**config.mk**
```make
export PLATFORM = sky130hd
export DESIGN_NAME = cartridge_bank_switch_mapper
export DESIGN_NICKNAME = d
export VERILOG_FILES = /design/src/design/cbsm_pkg.sv /design/src/design/cbsm_decode.sv /design/src/design/cartridge_bank_switch_mapper.sv
export SDC_FILE = /design/constraint.sdc
export NUM_CORES = 1
export LEC_CHECK = 0
export BUFFER_PORTS_ARGS = -buffer_cell sky130_fd_sc_hd__buf_2
export CAP_MARGIN = 20
export CORE_ASPECT_RATIO = 0.75
export CORE_UTILIZATION = 40
export DETAILED_ROUTE_END_ITERATION = 12
export PLACE_DENSITY_LB_ADDON = 0.15
export SYNTH_ARGS = -nofsm -noshare
export SYNTH_HDL_FRONTEND = slang
export SYNTH_HIERARCHICAL = 1
export SYNTH_SLANG_ARGS = --single-unit
```
**constraint.sdc**
```tcl
create_clock -name clk -period 5.4 [get_ports clk]
set_input_delay 0.27 -clock clk [delete_from_list [all_inputs] [get_ports clk]]
set_output_delay 0.27 -clock clk [all_outputs]
set_load 0.1 [all_outputs]
```
**src/design/cbsm_pkg.sv**
```systemverilog
`default_nettype none
// ----------------------------------------------------------------------------
// cbsm_pkg
// Shared types and codes for the cartridge bank-switch mapper.
// ----------------------------------------------------------------------------
package cbsm_pkg;

	localparam int unsigned TYPE_W = 4;
	localparam int unsigned ROMSZ_W = 21;
	localparam int unsigned ADDR_W = 16;
	localparam int unsigned DATA_W = 8;
	localparam int unsigned BANK_W = 8;
	localparam int unsigned WIN_W = 2;
	localparam int unsigned OFS_W = 23;
	localparam int unsigned HADDR_W = 14;
	localparam int unsigned CFG_IDX_W = 2;

	// mapper type codes
	localparam logic [TYPE_W-1:0] MT_NORMAL     = 4'd0;
	localparam logic [TYPE_W-1:0] MT_FLAT_RAM   = 4'd1;
	localparam logic [TYPE_W-1:0] MT_SUPERCART  = 4'd2;
	localparam logic [TYPE_W-1:0] MT_LARGE      = 4'd3;
	localparam logic [TYPE_W-1:0] MT_SC_RAM     = 4'd4;
	localparam logic [TYPE_W-1:0] MT_SC_RAMX2   = 4'd5;
	localparam logic [TYPE_W-1:0] MT_SC_ROM     = 4'd6;
	localparam logic [TYPE_W-1:0] MT_ABSOLUTE   = 4'd7;
	localparam logic [TYPE_W-1:0] MT_HOTSPOT    = 4'd8;
	localparam logic [TYPE_W-1:0] MT_FLAT_ROM   = 4'd9;
	localparam logic [TYPE_W-1:0] MT_BANKSETS   = 4'd10;
	localparam logic [TYPE_W-1:0] MT_BS_RAM     = 4'd11;
	localparam logic [TYPE_W-1:0] MT_BS_HALTRAM = 4'd12;

	// configuration register indexes
	localparam logic [CFG_IDX_W-1:0] REG_MAPPER_TYPE = 2'd0;
	localparam logic [CFG_IDX_W-1:0] REG_ROM_SIZE    = 2'd1;

	// window codes
	localparam logic [WIN_W-1:0] WIN_4000 = 2'd0;
	localparam logic [WIN_W-1:0] WIN_8000 = 2'd1;
	localparam logic [WIN_W-1:0] WIN_A000 = 2'd2;

	localparam logic [BANK_W-1:0] BANK_NONE = 8'hFF;
	localparam logic [ADDR_W-1:0] ADDR_LAST = 16'hFFFF;
	localparam logic [ADDR_W-1:0] ADDR_ABS_SWITCH = 16'h8000;

	typedef struct packed {
		logic [BANK_W-1:0] current_bank;
		logic              half_bit5;
		logic              half_ffff;
	} map_state_t;

	typedef struct packed {
		logic               rom_remap;
		logic [WIN_W-1:0]   window_select;
		logic [BANK_W-1:0]  rom_bank;
		logic               exram_swap;
		logic               exram_half;
		logic               image_load;
		logic [OFS_W-1:0]   image_offset;
		logic               halt_write;
		logic [HADDR_W-1:0] halt_addr;
		logic [DATA_W-1:0]  halt_data;
	} map_result_t;

endpackage
`default_nettype wire

```
**src/design/cbsm_decode.sv**
```systemverilog
`default_nettype none
// ----------------------------------------------------------------------------
// cbsm_decode
// Decode of one bus write against the mapper type and the mapping state.
// ----------------------------------------------------------------------------
module cbsm_decode (
	input  wire logic [cbsm_pkg::TYPE_W-1:0]  mapper_type,
	input  wire logic [cbsm_pkg::ROMSZ_W-1:0] rom_size_bytes,
	input  wire logic [cbsm_pkg::ADDR_W-1:0]  addr,
	input  wire logic [cbsm_pkg::DATA_W-1:0]  data,
	input  wire cbsm_pkg::map_state_t         cur,
	output cbsm_pkg::map_state_t              nxt,
	output cbsm_pkg::map_result_t             res
);

	logic                          bank_area;
	logic                          map_en;
	logic [cbsm_pkg::WIN_W-1:0]    map_win;
	logic [cbsm_pkg::BANK_W-1:0]   map_bank;
	logic                          sw5_en;
	logic                          swf_en;
	logic                          sw_half;
	cbsm_pkg::map_result_t         res_dec;

	assign bank_area = (addr[15:14] == 2'b10);

	always_comb begin
		res_dec  = '0;
		map_en   = 1'b0;
		map_win  = cbsm_pkg::WIN_4000;
		map_bank = '0;
		sw5_en   = 1'b0;
		swf_en   = 1'b0;
		sw_half  = 1'b0;

		unique case (mapper_type) inside
			cbsm_pkg::MT_SUPERCART, cbsm_pkg::MT_SC_RAM, cbsm_pkg::MT_SC_RAMX2,
			cbsm_pkg::MT_SC_ROM: begin
				if (bank_area) begin
					map_en   = 1'b1;
					map_win  = cbsm_pkg::WIN_8000;
					map_bank = data;
					if (mapper_type == cbsm_pkg::MT_SC_RAMX2) begin
						sw5_en   = 1'b1;
						sw_half  = data[5];
						map_bank = {3'b000, data[4:0]};
					end
				end else if (addr == cbsm_pkg::ADDR_LAST) begin
					swf_en  = 1'b1;
					sw_half = data[0];
				end
			end
			cbsm_pkg::MT_LARGE: begin
				map_en   = bank_area;
				map_win  = cbsm_pkg::WIN_8000;
				map_bank = data + 8'd1;
			end
			cbsm_pkg::MT_ABSOLUTE: begin
				map_en   = (addr == cbsm_pkg::ADDR_ABS_SWITCH) && (data == 8'd1 || data == 8'd2);
				map_win  = cbsm_pkg::WIN_4000;
				map_bank = data - 8'd1;
			end
			cbsm_pkg::MT_HOTSPOT: begin
				// hotspots sit in the top 128 bytes
				map_en   = &addr[15:7];
				map_win  = cbsm_pkg::WIN_A000;
				map_bank = {5'b00000, addr[2:0]};
			end
			cbsm_pkg::MT_BANKSETS, cbsm_pkg::MT_BS_RAM, cbsm_pkg::MT_BS_HALTRAM: begin
				if (bank_area) begin
					map_en               = 1'b1;
					map_win              = cbsm_pkg::WIN_8000;
					map_bank             = data;
					res_dec.image_load   = 1'b1;
					res_dec.image_offset = {3'b000, rom_size_bytes[cbsm_pkg::ROMSZ_W-1:1]}
						+ {1'b0, data, 14'b0};
				end else if (mapper_type == cbsm_pkg::MT_BS_HALTRAM && addr[15:14] == 2'b11)
				begin
					res_dec.halt_write = 1'b1;
					res_dec.halt_addr  = addr[cbsm_pkg::HADDR_W-1:0];
					res_dec.halt_data  = data;
				end
			end
			default: begin
			end
		endcase
	end

	always_comb begin
		res = res_dec;
		nxt = cur;
		if (map_en && map_bank != cur.current_bank) begin
			nxt.current_bank = map_bank;
			res.rom_remap     = 1'b1;
			res.window_select = map_win;
			res.rom_bank      = map_bank;
		end
		if (sw5_en && sw_half != cur.half_bit5) begin
			nxt.half_bit5  = sw_half;
			res.exram_swap = 1'b1;
			res.exram_half = sw_half;
		end
		if (swf_en && sw_half != cur.half_ffff) begin
			nxt.half_ffff  = sw_half;
			res.exram_swap = 1'b1;
			res.exram_half = sw_half;
		end
	end

endmodule
`default_nettype wire

```
**src/design/cartridge_bank_switch_mapper.sv**
```systemverilog
`default_nettype none
// ----------------------------------------------------------------------------
// cartridge_bank_switch_mapper
// Cartridge mapper: turns CPU bus writes into bank, RAM-half and halt-RAM events.
// ----------------------------------------------------------------------------
// Each accepted word is one CPU write (address, data). The block takes one word
// every clock while in_stall is low and delivers exactly one result word per
// write. A word passes from the input register through the one decode stage
// into the result register. The mapping state (current bank, the two RAM-half
// trackers) is read by the decode stage and updated as the result register is
// loaded, so back-to-back writes see each other's effect. Result fields that
// carry no meaning (bank with no remap, half with no swap, offset with no image
// load, halt address/data with no halt write) are zero. The configuration
// registers (index 0 mapper type, index 1 ROM size) are always ready; the user
// is to write them only while the block is idle, the block does not enforce it.
// ----------------------------------------------------------------------------
module cartridge_bank_switch_mapper (
	input  wire logic                               clk,
	input  wire logic                               arst_n,
	// configuration
	input  wire logic                               cfg_valid,
	output logic                                    cfg_ready,
	input  wire logic [cbsm_pkg::CFG_IDX_W-1:0]     cfg_index,
	input  wire logic [cbsm_pkg::ROMSZ_W-1:0]       cfg_data,
	// write words in
	input  wire logic                               in_valid,
	output logic                                    in_stall,
	input  wire logic [cbsm_pkg::ADDR_W-1:0]        bus_address,
	input  wire logic [cbsm_pkg::DATA_W-1:0]        bus_data,
	// result words out
	output logic                                    out_valid,
	input  wire logic                               out_stall,
	output logic                                    rom_remap,
	output logic [cbsm_pkg::WIN_W-1:0]              window_select,
	output logic [cbsm_pkg::BANK_W-1:0]             rom_bank,
	output logic                                    exram_swap,
	output logic                                    exram_half,
	output logic                                    image_load,
	output logic [cbsm_pkg::OFS_W-1:0]              image_offset,
	output logic                                    halt_write,
	output logic [cbsm_pkg::HADDR_W-1:0]            halt_addr,
	output logic [cbsm_pkg::DATA_W-1:0]             halt_data
);

	logic [cbsm_pkg::TYPE_W-1:0]  mapper_type_q;
	logic [cbsm_pkg::ROMSZ_W-1:0] rom_size_q;
	cbsm_pkg::map_state_t         state_q;
	cbsm_pkg::map_state_t         state_nxt;
	cbsm_pkg::map_result_t        res_nxt;
	cbsm_pkg::map_result_t        res_s2;

	logic                         valid_s1;
	logic [cbsm_pkg::ADDR_W-1:0]  addr_s1;
	logic [cbsm_pkg::DATA_W-1:0]  data_s1;
	logic                         valid_s2;

	logic                         adv_s2;
	logic                         take_s1;

	// Configuration: always ready, unknown indexes are dropped.
	assign cfg_ready = 1'b1;

	always_ff @(posedge clk or negedge arst_n) begin
		if (!arst_n) begin
			mapper_type_q <= cbsm_pkg::MT_NORMAL;
			rom_size_q    <= '0;
		end else if (cfg_valid && cfg_ready) begin
			unique case (cfg_index)
				cbsm_pkg::REG_MAPPER_TYPE: mapper_type_q <= cfg_data[cbsm_pkg::TYPE_W-1:0];
				cbsm_pkg::REG_ROM_SIZE:    rom_size_q    <= cfg_data;
				default: begin
				end
			endcase
		end
	end

	// Advance the decode stage when the result register is empty or being drained.
	assign adv_s2   = valid_s1 && (!valid_s2 || !out_stall);
	// Stall the input only when the input register holds a word that cannot move.
	assign in_stall = valid_s1 && !adv_s2;
	assign take_s1  = in_valid && !in_stall;

	always_ff @(posedge clk or negedge arst_n) begin
		if (!arst_n) begin
			valid_s1 <= 1'b0;
		end else if (take_s1) begin
			valid_s1 <= 1'b1;
		end else if (adv_s2) begin
			valid_s1 <= 1'b0;
		end
	end

	always_ff @(posedge clk) begin
		if (take_s1) begin
			addr_s1 <= bus_address;
			data_s1 <= bus_data;
		end
	end

	cbsm_decode u_decode (
		.mapper_type    (mapper_type_q),
		.rom_size_bytes (rom_size_q),
		.addr           (addr_s1),
		.data           (data_s1),
		.cur            (state_q),
		.nxt            (state_nxt),
		.res            (res_nxt)
	);

	// Mapping state moves only when the decoded word is committed to the result register.
	always_ff @(posedge clk or negedge arst_n) begin
		if (!arst_n) begin
			state_q.current_bank <= cbsm_pkg::BANK_NONE;
			state_q.half_bit5    <= 1'b0;
			state_q.half_ffff    <= 1'b0;
		end else if (adv_s2) begin
			state_q <= state_nxt;
		end
	end

	always_ff @(posedge clk or negedge arst_n) begin
		if (!arst_n) begin
			valid_s2 <= 1'b0;
		end else if (adv_s2) begin
			valid_s2 <= 1'b1;
		end else if (!out_stall) begin
			valid_s2 <= 1'b0;
		end
	end

	// Hold the result while stalled.
	always_ff @(posedge clk) begin
		if (adv_s2) begin
			res_s2 <= res_nxt;
		end
	end

	assign out_valid     = valid_s2;
	assign rom_remap     = res_s2.rom_remap;
	assign window_select = res_s2.window_select;
	assign rom_bank      = res_s2.rom_bank;
	assign exram_swap    = res_s2.exram_swap;
	assign exram_half    = res_s2.exram_half;
	assign image_load    = res_s2.image_load;
	assign image_offset  = res_s2.image_offset;
	assign halt_write    = res_s2.halt_write;
	assign halt_addr     = res_s2.halt_addr;
	assign halt_data     = res_s2.halt_data;

endmodule
`default_nettype wire

```
* Word-level counts from Yosys, hierarchy flattened
Cells that the tools add are included.
** Word-level totals
- Bits in registers :: 121
- Input port bits :: 52
- Output and inout port bits :: 63
- Word-level logic and storage cells :: 100
** Cells by class
- $add $sub $neg :: 3
- Eq/ne operators :: 21
- Mux-type cells :: 27
- Bitwise logic cells :: 2
- Reductions and logical operators :: 28
** Operators with widths (count)
- $pmux W8 S5 :: 1
- $eq A16 B16 Y1 const B :: 2
- $mux W24 :: 1
- $mux W8 :: 3
- $add A20 B22 Y23 :: 1
- $mux W23 :: 1
- $mux W1 :: 17
- $eq A4 B3 Y1 const B :: 4
- $eq A4 B4 Y1 const B :: 4
- $reduce_and A2 Y1 :: 6
- $mux W11 :: 1
- $reduce_and A9 Y1 :: 1
- $add A8 B1 Y8 const B :: 1
- $eq A4 B2 Y1 const B :: 2
- $eq A8 B1 Y1 const B :: 1
- $eq A8 B2 Y1 const B :: 1
- $logic_and A1 B1 Y1 :: 8
- $ne A8 B8 Y1 :: 1
- $sub A8 B1 Y8 const B :: 1
- $reduce_or A7 Y1 :: 1
- $pmux W2 S3 :: 1
- $reduce_or A3 Y1 :: 2
- $eq A2 B2 Y1 const B :: 2
- $logic_not A1 Y1 :: 4
- other kinds (11) :: 14

* Logic depth before layout (Yosys ltp)
- Depth in word-level cells :: 8
- Mapped depth :: 12
- Mapped depth without buffers :: 10

* Modules after synthesis
Netlist, hierarchy kept.
** By module, submodules not included
- cartridge_bank_switch_mapper :: times used 1, cells each 169, area each 4047.6 um2, seq. area each 3458.3 um2
- cbsm_decode :: times used 1, cells each 270, area each 1831.8 um2, seq. area each 0.0 um2

* Worst setup path after synthesis
Ideal clock, no wire load.
- Kind :: register to register
- Start :: register data_s1[0] (netlist name)
- End :: register state_q[2] (netlist name)
- Setup time :: 0.082 ns
- Arrival time :: 2.735 ns
- Required time :: 5.318 ns
- Setup slack :: 2.582 ns
- Stages on the path, launching flop included :: 12
- Path buffers :: 1
- Clock period less this slack :: 2.818 ns
- Cells stage by stage :: edfxtp_1 > buf_4 > inv_1 > ha_1 > nand3b_1 > o22ai_1 > mux2i_1 > o211ai_2 > nor4_1 > a41o_2 > mux2_1 > mux2_2
** Between the ends
- Longest elaborated chain between the ends :: 6
- Elaborated cells between the ends (all ways) :: 14
- Those cells by class :: add/sub (2); eq/ne (3); mux (5); reduce/logical (4)
** RTL lines
- from (decl) :: RTL line cartridge_bank_switch_mapper.sv:54 : logic [cbsm_pkg::DATA_W-1:0] data_s1;
- from (signal assigned) :: RTL line cartridge_bank_switch_mapper.sv:96 : data_s1 <= bus_data;
- branches (longest 6 deep; another with $sub A8 B1 Y8)
- to (signal assigned) :: RTL line cartridge_bank_switch_mapper.sv:117 : state_q <= state_nxt;
- to (decl) :: RTL line cartridge_bank_switch_mapper.sv:47 : cbsm_pkg::map_state_t state_q;
Parallel ways; which one is timed is not known.
A chain may end at the register's enable or synchronous reset.

* Final worst setup path
Same ends and word-level chain as after synthesis.

==> results.json <==
{
  "status": "finished, final reports clean",
  "dp_hpwl_um": 8840,
  "p_per_area_nw_per_um2": 432,
  "fin_skew_ps": 9.33,
  "areaGrowthSynthToFinish_pct": 22.5,
  "cts_buffers": 17,
  "ctsResizeCount": 0,
  "min_path_cells": 1,
  "clk_pin_slew_ps": 60,
  "vdd_drop_max_mv": 0.224,
  "p_total_w": 0.00309,
  "drt_iter0_drc": 221,
  "r2r_end": "state_q[2]",
  "cts_sinks": 120,
  "p_leak_nw": 3.03,
  "rsz0062_at_grt": "no",
  "r2r_cells": 10,
  "ant_nets": 0,
  "port_buffers": 113,
  "wl_per_cell_um": 17.3,
  "clockRootBuffer": "clkbuf_16",
  "post-cts-setup-buffer-count": 0,
  "reg2reg_slack_ps": 1930,
  "tightest_slew_ps": 918,
  "fin_crit_ps": 3470,
  "fill_cells": 1271,
  "htreeDepth": 4,
  "placed_area_um2": 6510,
  "timing.hold.ws_ps": 33.1,
  "die-area_um2": 15100,
  "grt_max_degree": 71,
  "final_layout_size_suffix_gt1_share_pct": 37.0,
  "syn_nets": 500,
  "routed_via_density": 5.13,
  "path_buf_inv": 1,
  "grt_pass1_vias": 3774,
  "holdCritStartpoint": "bus_address[8]",
  "grt_pass1_wl_um": 20700,
  "final_common_cell": "buf_2",
  "yosysWarnings": 6,
  "synthesis.area_um2": 5840,
  "critical_path_class": "reg -> reg",
  "min_path_type": "in -> reg",
  "fin_setup_tns_ps": 0,
  "ff_latch_area_um2": 3430,
  "firstDrtPassIters": 4,
  "crit_family": "compound AO/OA/AOI/OAI gates",
  "hold_viol": 0,
  "overflow": 0,
  "layout.nets": 612,
  "pin_count": 115,
  "clk_path_buf_depth": 2,
  "syn-mean-instance-area_um2": 13.4,
  "crit_path_end_kind": "flip-flop",
  "wl_um": 13100,
  "cts_hold_buf": 1,
  "start_util_pct": 41.8,
  "crit_chain": "inv_1 > ha_1 > mux2i_1 > o32ai_1 > a221oi_1 > nand4_1 > nor4_1 > a41o_2 > mux2_1 > mux2_2",
  "min_period_over_period_pct": 64.3,
  "slowest_stage": "edfxtp_1",
  "die-height_um": 107,
  "mostFrequentLayoutCells": "buf_2 (113), edfxtp_1 (84), and2_1 (39)",
  "antenna_found_initial": 0,
  "cpPeakStageDelay_ps": 630,
  "syn_inst": 437,
  "multi_input_area_um2": 2210,
  "min_to": "addr_s1[8]",
  "post-route-drc-count": 0,
  "worstPathArrival_ps": 3800,
  "antenna_cells": 0,
  "cap_violations": 0,
  "core_region_area_um2": 14000,
  "fp-row-count": 37,
  "place.gp.congestion": 0.878,
  "clock_latency_ps": 410,
  "setup_viol": 0,
  "chipWidth_um": 142,
  "fmax_mhz": 288,
  "drv_slew": 0,
  "cp-start-kind": "flip-flop",
  "vias": 3885,
  "grt.total_usage_pct": 18.4,
  "relSlewSlack_pct": 38.8,
  "cp.required_ps": 5730,
  "fin_area_um2": 7160,
  "cts_tree": "built",
  "reg2reg_from": "data_s1[0]",
  "worstPathMaxFanout": 14
}
==> through the flow <==
step                instances  utilization (%)  setup WS [ps]
global placement          723             46.6           2120
detailed placement        723             46.6           1970
CTS                       756             51.0           1950
global route              757             51.2           1700
floorplan                 437                -           2580
finish                    757             51.2           1930
==> layout make-up <==
| cell class | count | area share (%) |
|---|---|---|
| clock inverter | 12 | 2.12 |
| timing repair buffer | 116 | 8.53 |
| inverter | 14 | 0.734 |
| tap | 195 | 3.41 |
| clock buffer | 20 | 6.38 |
| sequential | 120 | 48.0 |
| multi-input combinational | 280 | 30.8 |
==> worst register-to-register path, delay by kind of cell (launching register included) <==
family	cells	cell delay, ps
compound gates	3	920
mux	3	860
flops	1	630
simple gates	2	450
fa+ha+maj	1	280
buf+inv	1	250
==> worst max path at each step <==
stage / startpoint / endpoint / slack, ps / depth (start not counted)
5_1_grt: data_s1[0] / state_q[2] / 1700 / 10
6_report: data_s1[0] / state_q[2] / 1930 / 10
3_5_place_dp: data_s1[0] / state_q[2] / 1970 / 10
2_1_floorplan: data_s1[0] / state_q[2] / 2580 / 11
3_3_place_gp: data_s1[0] / state_q[2] / 2120 / 10
4_1_cts: data_s1[0] / state_q[2] / 1950 / 10
==> per-layer routing <==
metal / up-vias / wire [µm] / track usage, %
li1: 1849 / - / -
met1: 1928 / 6440 / 26.0
met2: 99 / 5910 / 27.2
met3: 9 / 615 / 4.73
met4: 0 / 115 / 6.91
met5: - / 0 / 0
==> state kept, by name, indices dropped and copies added, names as in the netlist, 2 cells and up <==
signal / count
addr_s1: 16
data_s1: 8
halt_addr: 14
halt_data: 8
image_offset: 23
mapper_type_q: 4
rom_bank: 8
rom_size_q: 20
state_q: 10
window_select: 2
==> power by group <==
part / internal (W) / leakage [nW] / switching [W]
combinational: 0.000236 / 1.49 / 0.000465
sequential: 0.00113 / 1.25 / 0.000111
clock: 0.000748 / 0.296 / 0.000404
total: 0.00211 / 3.03 / 0.000980
No activity file was read; power rests on OpenSTA's default activity.
